**src/lhs_pkg.sv**
```systemverilog
// ----------------------------------------------------------------------------
// lhs_pkg
// Shared types, character codes and heading name tables for the scanner.
// ----------------------------------------------------------------------------
package lhs_pkg;

    localparam int unsigned LINE_BITS_DEF  = 20;
    localparam int unsigned COL_BITS_DEF   = 16;
    localparam int unsigned DEPTH_BITS_DEF = 8;

    localparam int unsigned NUM_NAMES = 6;
    localparam int unsigned NAME_W    = 16;   // max characters held per name

    localparam logic [7:0] CH_NL      = 8'd10;
    localparam logic [7:0] CH_SPACE   = 8'd32;
    localparam logic [7:0] CH_STAR    = 8'd42;
    localparam logic [7:0] CH_LBRK    = 8'd91;
    localparam logic [7:0] CH_BSLASH  = 8'd92;
    localparam logic [7:0] CH_RBRK    = 8'd93;
    localparam logic [7:0] CH_LBRACE  = 8'd123;
    localparam logic [7:0] CH_RBRACE  = 8'd125;

    typedef enum logic [2:0] {
        PH_LEAD,
        PH_NAME,
        PH_BRACKET,
        PH_AFTER_BRACKET,
        PH_TITLE,
        PH_IDLE
    } t_phase;

    typedef struct packed {
        logic [7:0] text_byte;
        logic       last_of_text;
    } t_in_word;

    // Names are right-justified: last character in the low byte.
    localparam logic [NAME_W*8-1:0] NAME_STR [NUM_NAMES] = '{
        (NAME_W*8)'("part"),
        (NAME_W*8)'("chapter"),
        (NAME_W*8)'("section"),
        (NAME_W*8)'("subsection"),
        (NAME_W*8)'("subsubsection"),
        (NAME_W*8)'("paragraph")
    };

    localparam logic [3:0] NAME_LEN [NUM_NAMES] = '{
        4'd4, 4'd7, 4'd7, 4'd10, 4'd13, 4'd9
    };

    // Character at position pos of name idx (valid only for pos < length).
    function automatic logic [7:0] name_char(input logic [2:0] idx, input logic [3:0] pos);
        logic [3:0] off;
        off = NAME_LEN[idx] - 4'd1 - pos;
        return NAME_STR[idx][{off, 3'b000} +: 8];
    endfunction

endpackage

```
**src/lhs_scan.sv**
```systemverilog
// ----------------------------------------------------------------------------
// lhs_scan
// Per-line scan state and next-state logic; one byte processed per fire.
// ----------------------------------------------------------------------------
module lhs_scan #(
    parameter int unsigned LINE_BITS  = lhs_pkg::LINE_BITS_DEF,
    parameter int unsigned COL_BITS   = lhs_pkg::COL_BITS_DEF,
    parameter int unsigned DEPTH_BITS = lhs_pkg::DEPTH_BITS_DEF
) (
    input  logic                  i_clk,
    input  logic                  i_rst_n,
    input  logic                  i_fire,
    input  lhs_pkg::t_in_word     i_word,
    output logic                  o_emit,
    output logic [2:0]            o_level,
    output logic [LINE_BITS-1:0]  o_line_number,
    output logic [COL_BITS-1:0]   o_title_column,
    output logic [COL_BITS-1:0]   o_title_length,
    output logic                  o_unterminated,
    output logic                  o_overlong
);
    import lhs_pkg::*;

    t_phase                r_phase,   n_phase;
    logic [NUM_NAMES-1:0]  r_cand,    n_cand;
    logic [3:0]            r_pos,     n_pos;
    logic                  r_star,    n_star;
    logic [DEPTH_BITS-1:0] r_bracket, n_bracket;
    logic [DEPTH_BITS-1:0] r_brace,   n_brace;
    logic [COL_BITS-1:0]   r_col,     n_col;
    logic [COL_BITS-1:0]   r_tstart,  n_tstart;
    logic [COL_BITS-1:0]   r_tcount,  n_tcount;
    logic [LINE_BITS-1:0]  r_line,    n_line;
    logic [2:0]            r_level,   n_level;
    logic                  r_sat,     n_sat;

    logic [7:0]            c;
    logic                  col_full;
    logic [COL_BITS-1:0]   col_inc;
    logic                  tc_full;
    logic [COL_BITS-1:0]   tc_inc;
    logic                  is_letter;
    logic                  is_ws;
    logic                  hit;
    logic [2:0]            hit_level;
    logic [NUM_NAMES-1:0]  keep;

    assign c         = i_word.text_byte;
    assign col_full  = &r_col;
    assign col_inc   = col_full ? r_col : r_col + COL_BITS'(1);
    assign tc_full   = &r_tcount;
    assign tc_inc    = tc_full ? r_tcount : r_tcount + COL_BITS'(1);
    assign is_letter = c inside {[8'd65:8'd90], [8'd97:8'd122]};
    assign is_ws     = (c == CH_SPACE) || (c inside {[8'd9:8'd13]});

    // Name match on end of command: the later table entry wins.
    always_comb begin
        hit       = 1'b0;
        hit_level = '0;
        keep      = '0;
        for (int i = 0; i < NUM_NAMES; i++) begin
            if (r_cand[i] && NAME_LEN[i] == r_pos) begin
                hit       = 1'b1;
                hit_level = 3'(i);
            end
            if (r_cand[i] && r_pos < NAME_LEN[i] && name_char(3'(i), r_pos) == c) begin
                keep[i] = 1'b1;
            end
        end
    end

    always_comb begin
        n_phase        = r_phase;
        n_cand         = r_cand;
        n_pos          = r_pos;
        n_star         = r_star;
        n_bracket      = r_bracket;
        n_brace        = r_brace;
        n_col          = r_col;
        n_tstart       = r_tstart;
        n_tcount       = r_tcount;
        n_line         = r_line;
        n_level        = r_level;
        n_sat          = r_sat;
        o_emit         = 1'b0;
        o_level        = r_level;
        o_line_number  = r_line;
        o_title_column = r_tstart;
        o_title_length = r_tcount;
        o_unterminated = 1'b0;
        o_overlong     = r_sat;

        if (c == CH_NL) begin
            o_emit         = (r_phase == PH_TITLE) && (r_tcount != '0);
            o_unterminated = 1'b1;
            n_line         = (&r_line) ? r_line : r_line + LINE_BITS'(1);
            n_phase        = PH_LEAD;
            n_cand         = '1;
            n_pos          = '0;
            n_star         = 1'b0;
            n_bracket      = '0;
            n_brace        = '0;
            n_col          = '0;
            n_tstart       = '0;
            n_tcount       = '0;
            n_level        = '0;
            n_sat          = 1'b0;
        end else begin
            case (r_phase)
                PH_LEAD: begin
                    if (c == CH_BSLASH) begin
                        n_phase = PH_NAME;
                    end else if (!is_ws) begin
                        n_phase = PH_IDLE;
                    end
                end
                PH_NAME: begin
                    if (c == CH_STAR) begin
                        if (r_star) begin
                            n_phase = PH_IDLE;
                        end else begin
                            n_star = 1'b1;
                        end
                    end else if (!is_letter) begin
                        if (!hit) begin
                            n_phase = PH_IDLE;
                        end else begin
                            n_level = hit_level;
                            if (c == CH_LBRK) begin
                                n_bracket = DEPTH_BITS'(1);
                                n_phase   = PH_BRACKET;
                            end else if (c == CH_LBRACE) begin
                                n_brace  = DEPTH_BITS'(1);
                                n_tstart = col_inc;
                                n_sat    = r_sat | col_full;
                                n_phase  = PH_TITLE;
                            end else begin
                                n_phase = PH_IDLE;
                            end
                        end
                    end else if (r_star) begin
                        n_phase = PH_IDLE;
                    end else begin
                        n_cand = keep;
                        n_pos  = (r_pos == 4'd15) ? r_pos : r_pos + 4'd1;
                        if (keep == '0) begin
                            n_phase = PH_IDLE;
                        end
                    end
                end
                PH_BRACKET: begin
                    if (c == CH_LBRK) begin
                        if (&r_bracket) begin
                            n_sat = 1'b1;
                        end else begin
                            n_bracket = r_bracket + DEPTH_BITS'(1);
                        end
                    end else if (c == CH_RBRK) begin
                        n_bracket = r_bracket - DEPTH_BITS'(1);
                        if (n_bracket == '0) begin
                            n_phase = PH_AFTER_BRACKET;
                        end
                    end
                end
                PH_AFTER_BRACKET: begin
                    if (c == CH_LBRACE) begin
                        n_brace  = DEPTH_BITS'(1);
                        n_tstart = col_inc;
                        n_sat    = r_sat | col_full;
                        n_phase  = PH_TITLE;
                    end else begin
                        n_phase = PH_IDLE;
                    end
                end
                PH_TITLE: begin
                    if (c == CH_RBRACE) begin
                        n_brace = r_brace - DEPTH_BITS'(1);
                        if (n_brace == '0) begin
                            // closing brace: report with values before this byte
                            o_emit  = (r_tcount != '0);
                            n_phase = PH_IDLE;
                        end else begin
                            n_tcount = tc_inc;
                            n_sat    = r_sat | tc_full;
                        end
                    end else begin
                        if (c == CH_LBRACE) begin
                            if (&r_brace) begin
                                n_sat = 1'b1;
                            end else begin
                                n_brace = r_brace + DEPTH_BITS'(1);
                            end
                        end
                        n_tcount = tc_inc;
                        n_sat    = n_sat | tc_full;
                    end
                end
                default: begin
                end
            endcase

            n_col = col_inc;
            n_sat = n_sat | col_full;

            // end of text inside an open title
            if (i_word.last_of_text && n_phase == PH_TITLE && n_tcount != '0 && !o_emit) begin
                o_emit         = 1'b1;
                o_unterminated = 1'b1;
                o_level        = n_level;
                o_title_column = n_tstart;
                o_title_length = n_tcount;
                o_overlong     = n_sat;
            end
        end

        if (i_word.last_of_text) begin
            n_phase   = PH_LEAD;
            n_cand    = '1;
            n_pos     = '0;
            n_star    = 1'b0;
            n_bracket = '0;
            n_brace   = '0;
            n_col     = '0;
            n_tstart  = '0;
            n_tcount  = '0;
            n_level   = '0;
            n_sat     = 1'b0;
            n_line    = '0;
        end
    end

    always_ff @(posedge i_clk) begin
        if (!i_rst_n) begin
            r_phase   <= PH_LEAD;
            r_cand    <= '1;
            r_pos     <= '0;
            r_star    <= 1'b0;
            r_bracket <= '0;
            r_brace   <= '0;
            r_col     <= '0;
            r_tstart  <= '0;
            r_tcount  <= '0;
            r_line    <= '0;
            r_level   <= '0;
            r_sat     <= 1'b0;
        end else if (i_fire) begin
            r_phase   <= n_phase;
            r_cand    <= n_cand;
            r_pos     <= n_pos;
            r_star    <= n_star;
            r_bracket <= n_bracket;
            r_brace   <= n_brace;
            r_col     <= n_col;
            r_tstart  <= n_tstart;
            r_tcount  <= n_tcount;
            r_line    <= n_line;
            r_level   <= n_level;
            r_sat     <= n_sat;
        end
    end

endmodule

```
**src/latex_heading_scanner_unit.sv**
```systemverilog
// ----------------------------------------------------------------------------
// latex_heading_scanner_unit
// Byte-stream scanner that reports sectioning headings found in document text.
// ----------------------------------------------------------------------------
// Usage:
//   Input channel: one text byte per word (i_text_byte, i_last_of_text),
//   qualified by i_in_valid and held off by o_in_stall. Newline ends a line;
//   the word with i_last_of_text set ends the text and clears the line count.
//   Output channel: at most one heading word per input word, qualified by
//   o_out_valid and held by i_out_stall.
//   Throughput: one input word per cycle while no result waits under
//   i_out_stall. An accepted word is loaded into the input register, scanned
//   from there, and any heading is registered in the result register, which
//   drives o_out_valid. The rate is set by the scan state, updated once per word.
//   Stall: while a result waits under i_out_stall, the word in the input
//   register is held and o_in_stall rises once that register is occupied.
//   Reset: synchronous, active low; clears both registers' valid flags, the
//   scan state and the line count.
// ----------------------------------------------------------------------------
module latex_heading_scanner_unit #(
    parameter int unsigned LINE_BITS  = lhs_pkg::LINE_BITS_DEF,
    parameter int unsigned COL_BITS   = lhs_pkg::COL_BITS_DEF,
    parameter int unsigned DEPTH_BITS = lhs_pkg::DEPTH_BITS_DEF
) (
    input  logic                  i_clk,
    input  logic                  i_rst_n,
    input  logic                  i_in_valid,
    output logic                  o_in_stall,
    input  logic [7:0]            i_text_byte,
    input  logic                  i_last_of_text,
    output logic                  o_out_valid,
    input  logic                  i_out_stall,
    output logic [2:0]            o_level,
    output logic [LINE_BITS-1:0]  o_line_number,
    output logic [COL_BITS-1:0]   o_title_column,
    output logic [COL_BITS-1:0]   o_title_length,
    output logic                  o_unterminated,
    output logic                  o_overlong
);
    import lhs_pkg::*;

    logic                 r_in_valid;
    t_in_word             r_in_word;
    logic                 r_out_valid;
    logic [2:0]           r_level;
    logic [LINE_BITS-1:0] r_line;
    logic [COL_BITS-1:0]  r_tcol;
    logic [COL_BITS-1:0]  r_tlen;
    logic                 r_unterm;
    logic                 r_over;

    logic                 adv;
    logic                 fire;
    logic                 emit;
    logic [2:0]           s_level;
    logic [LINE_BITS-1:0] s_line;
    logic [COL_BITS-1:0]  s_tcol;
    logic [COL_BITS-1:0]  s_tlen;
    logic                 s_unterm;
    logic                 s_over;

    assign adv        = !r_out_valid || !i_out_stall;
    assign fire       = r_in_valid && adv;
    assign o_in_stall = r_in_valid && !adv;

    always_ff @(posedge i_clk) begin
        if (!i_rst_n) begin
            r_in_valid <= 1'b0;
        end else if (!o_in_stall) begin
            r_in_valid <= i_in_valid;
        end
    end

    always_ff @(posedge i_clk) begin
        if (i_in_valid && !o_in_stall) begin
            r_in_word <= '{text_byte: i_text_byte, last_of_text: i_last_of_text};
        end
    end

    lhs_scan #(
        .LINE_BITS  (LINE_BITS),
        .COL_BITS   (COL_BITS),
        .DEPTH_BITS (DEPTH_BITS)
    ) u_scan (
        .i_clk          (i_clk),
        .i_rst_n        (i_rst_n),
        .i_fire         (fire),
        .i_word         (r_in_word),
        .o_emit         (emit),
        .o_level        (s_level),
        .o_line_number  (s_line),
        .o_title_column (s_tcol),
        .o_title_length (s_tlen),
        .o_unterminated (s_unterm),
        .o_overlong     (s_over)
    );

    always_ff @(posedge i_clk) begin
        if (!i_rst_n) begin
            r_out_valid <= 1'b0;
        end else if (adv) begin
            r_out_valid <= fire && emit;
        end
    end

    always_ff @(posedge i_clk) begin
        if (fire && emit) begin
            r_level  <= s_level;
            r_line   <= s_line;
            r_tcol   <= s_tcol;
            r_tlen   <= s_tlen;
            r_unterm <= s_unterm;
            r_over   <= s_over;
        end
    end

    assign o_out_valid    = r_out_valid;
    assign o_level        = r_level;
    assign o_line_number  = r_line;
    assign o_title_column = r_tcol;
    assign o_title_length = r_tlen;
    assign o_unterminated = r_unterm;
    assign o_overlong     = r_over;

endmodule

```
**config.mk**
```make
export PLATFORM = sky130hd
export DESIGN_NAME = latex_heading_scanner_unit
export DESIGN_NICKNAME = d
export VERILOG_FILES = /design/src/lhs_pkg.sv /design/src/lhs_scan.sv /design/src/latex_heading_scanner_unit.sv
export SDC_FILE = /design/constraint.sdc
export NUM_CORES = 1
export LEC_CHECK = 0
export BUFFER_PORTS_ARGS = -buffer_cell sky130_fd_sc_hd__clkbuf_2
export CORE_MARGIN = 1.5
export CORE_UTILIZATION = 57
export CTS_CLUSTER_DIAMETER = 30
export DETAILED_ROUTE_END_ITERATION = 6
export PLACE_DENSITY = 0.76
export SLEW_MARGIN = 25
export SYNTH_ARGS = -nofsm -noshare
export SYNTH_HDL_FRONTEND = slang
export SYNTH_SLANG_ARGS = --single-unit
export TNS_END_PERCENT = 30
```
**constraint.sdc**
```tcl
create_clock -name i_clk -period 8.4 [get_ports i_clk]
set_clock_uncertainty 0.15 [all_clocks]
set_input_delay 0 -clock i_clk [delete_from_list [all_inputs] [get_ports i_clk]]
set_output_delay 0 -clock i_clk [all_outputs]
set_load 0.01 [all_outputs]
```
==> flow_summary.json <==
{
  "status": "complete, but fails checks",
  "violations": "design-rule violations",
  "synth-seq-cells": 170,
  "netlist_instances": 1206,
  "num_vias": 9383,
  "antenna_cells": 0,
  "multi_input_area_um2": 6220,
  "placed_area_um2": 11100,
  "die_y_um": 140,
  "grt_start_max_net_pins": 77,
  "core-area_um2": 18100,
  "drtPass1Iterations": 7,
  "drt_iter0_drc": 913,
  "core.rowCount": 49,
  "slew_viol_final": 0,
  "numCtsBuffers": 17,
  "reg2reg_from": "u_scan.r_pos[0]",
  "power.share.clock": 0.439,
  "p_int_mw": 1.32,
  "grt_util_met3": 0.0437,
  "hold_ws_ns": 0.0509,
  "synth_most_common_cell": "dfxtp_1",
  "async_flop_share": 0,
  "rsz0062_at_grt": "false",
  "holdPathStages": 3,
  "holdPathEnd": "u_scan.r_bracket[2]",
  "peakVddDrop_uv": 151,
  "gr-usage-met2": 0.462,
  "drc_errors": 3,
  "die-area_um2": 19500,
  "maxCapViolations": 0,
  "wl_per_cell_um": 18.7,
  "yosysTopAreaCell": "dfxtp_1",
  "dp_slack_ns": 3.67,
  "yosys_warnings": 0,
  "drive_above_1_share": 0.126,
  "ant_nets": 0,
  "ys_top_cells_by_area": "dfxtp_1 20%, edfxtp_1 19%, xnor2_1 4.0%",
  "final_area_um2": 11900,
  "numClockSinks": 170,
  "fin_nets": 1293,
  "die_x_um": 140,
  "finalNonFillerCells": 1490,
  "min-delay-start": "i_rst_n",
  "clockBufferDepth": 2,
  "initial_core_util": 0.588,
  "cts_tree": "built",
  "antenna_found_initial": 0,
  "routed_wirelength_um": 27900,
  "area_growth_pct": 11.4,
  "r2r_end": "o_title_length[4]",
  "syn_area_um2": 10700,
  "reg2reg_slack_ns": 3.59,
  "tns_ns": 0,
  "grtUsageTotal": 0.288,
  "ff_latch_area_um2": 4060,
  "reg2regPathDepth": 10,
  "setup_ws_ns": 3.59,
  "p_sw_frac": 0.278,
  "clk_latency_ns": 0.44,
  "synth_ff_type": "dfxtp_1",
  "grt_overflow": 0,
  "synth_top_area_share": 0.195,
  "port_buffers": 71,
  "avgSynthCellArea_um2": 8.84,
  "fillers": 1486,
  "period_minus_slack_ns": 4.81,
  "crit_arrival_ns": 4.73,
  "finalSetupViolations": 0,
  "cts-root-buf": "clkbuf_16",
  "power_density_nw_per_um2": 154,
  "critPathKind": "register to register",
  "ys_types": 85,
  "num_io_pins": 72,
  "maxSlewHeadroom": 0.332,
  "pwr-share-comb": 0.079,
  "gp_congestion": 0.989,
  "tightest_slew_ns": 1.00,
  "grt_pass1_vias": 8625,
  "synth-seq-area-share": 0.381,
  "p_leak_nw": 4.22,
  "crit_required_ns": 8.32,
  "htreeDepth": 4,
  "period_share": 0.573,
  "finalHoldViolCount": 0,
  "hold_path.class": "input port to register",
  "place_inst": 1446,
  "fmax_mhz": 208,
  "seqPwrFrac": 0.482,
  "p_switching_mw": 0.509,
  "synth_edf_count": 66,
  "synth_common_cells": "104 x dfxtp_1, 96 x nand2_1, 90 x nor2_1, 68 x nor2b_1, 66 x edfxtp_1",
  "grt_use_met1": 0.395,
  "synthesis.nets": 1251,
  "path_clk_slew_ns": 0.08,
  "top_usage_layer": "met2",
  "end_kind": "register",
  "critPathMaxFanout": 57,
  "grt_pass1_wl_um": 45200,
  "startpoint_type": "register",
  "place_hpwl_um": 19100,
  "via_per_inst": 6.30
}
-- cell type report --
type | count | area share
multi-input combinational | 933 | 0.523
sequential | 170 | 0.342
timing repair buffer | 99 | 0.0501
clock buffer | 17 | 0.0358
tap | 229 | 0.0241
clock inverter | 15 | 0.0158
inverter | 27 | 0.00853
-- flip-flops by register name, indices dropped and copies added (netlist names), 3 cells and up --
signal,cells
o_level,3
u_scan.r_level,3
u_scan.r_brace,8
u_scan.o_line_number,20
u_scan.r_bracket,8
o_line_number,20
u_scan.r_tcount,16
o_title_column,16
r_in_word,9
u_scan.r_tstart,16
u_scan.r_col,16
u_scan.r_phase,3
u_scan.r_cand,6
u_scan.r_pos,4
o_title_length,16
-- critical path, stage by stage (launching register included) --
cell      delay, ns
dfxtp_1        0.84
inv_1          0.35
ha_1           0.42
and3_1         0.23
a31o_2         0.22
nor3_1         0.38
nor3_1         0.12
o21ai_0        0.52
nand4b_4       0.37
a21oi_4        0.20
buf_4          0.61
-- how the worst max path moves through the flow --
stage | startpoint | endpoint | slack, ns | cells after the start
2_1_floorplan | u_scan.r_pos[2] | o_level[0] | 2.19 | 11
3_3_place_gp | u_scan.r_pos[0] | o_title_length[13] | 3.84 | 10
3_5_place_dp | u_scan.r_pos[0] | o_title_length[1] | 3.67 | 10
4_1_cts | u_scan.r_pos[0] | o_title_length[0] | 3.67 | 10
5_1_grt | u_scan.r_pos[0] | o_title_length[0] | 3.27 | 10
6_report | u_scan.r_pos[0] | o_title_length[4] | 3.59 | 10
-- through the flow --
stage	util	power, mW
2_1_floorplan	-	0.997
3_3_place_gp	0.614	1.04
3_5_place_dp	0.614	1.04
4_1_cts	0.654	1.84
5_1_grt	0.655	1.89
6_report	0.655	1.83
-- layer usage --
metal / up-vias / wire length [um]
met5: - / 0
met4: 0 / 622
met3: 48 / 1880
met2: 384 / 13000
met1: 4459 / 12400
li1: 4492 / -
-- power groups by stage --
| stage | Clock (mW) | Combinational (mW) | Sequential (mW) |
|---|---|---|---|
| global route | 0.845 | 0.158 | 0.885 |
| CTS | 0.815 | 0.142 | 0.882 |
| finish | 0.804 | 0.145 | 0.883 |
| global placement | 0 | 0.137 | 0.901 |
| floorplan | 0 | 0.114 | 0.883 |
| detailed placement | 0 | 0.137 | 0.901 |
-- cell families after synthesis --
logic type,count (synthesis),share of synthesized area
xor+xnor,76,0.0624
compound gates,263,0.166
simple gates,504,0.256
buf+inv,103,0.0381
flops,170,0.381
fa+ha+maj,32,0.0375
mux,58,0.0592
-- cell usage in the layout, fill, tap and decap left out, drive strengths merged, types with 41 or more instances in the layout --
master	synthesis	final
dfxtp	104	104
edfxtp	66	66
nand3	48	48
nor3	41	41
a21oi	46	46
nor2b	68	68
nand2	96	96
o21ai	63	63
clkbuf	65	88
xnor2	49	49
nor2	90	90
-- repair_timing --
item | CTS | global route
endpoints found under the hold margin | 11 | 0
endpoints found under the setup margin | 0 | 0
resized for setup | 0 | 0
buffers inserted | 0 | 0
hold buffers | 12 | 0
Note: power is estimated with default switching activity, not from simulation.
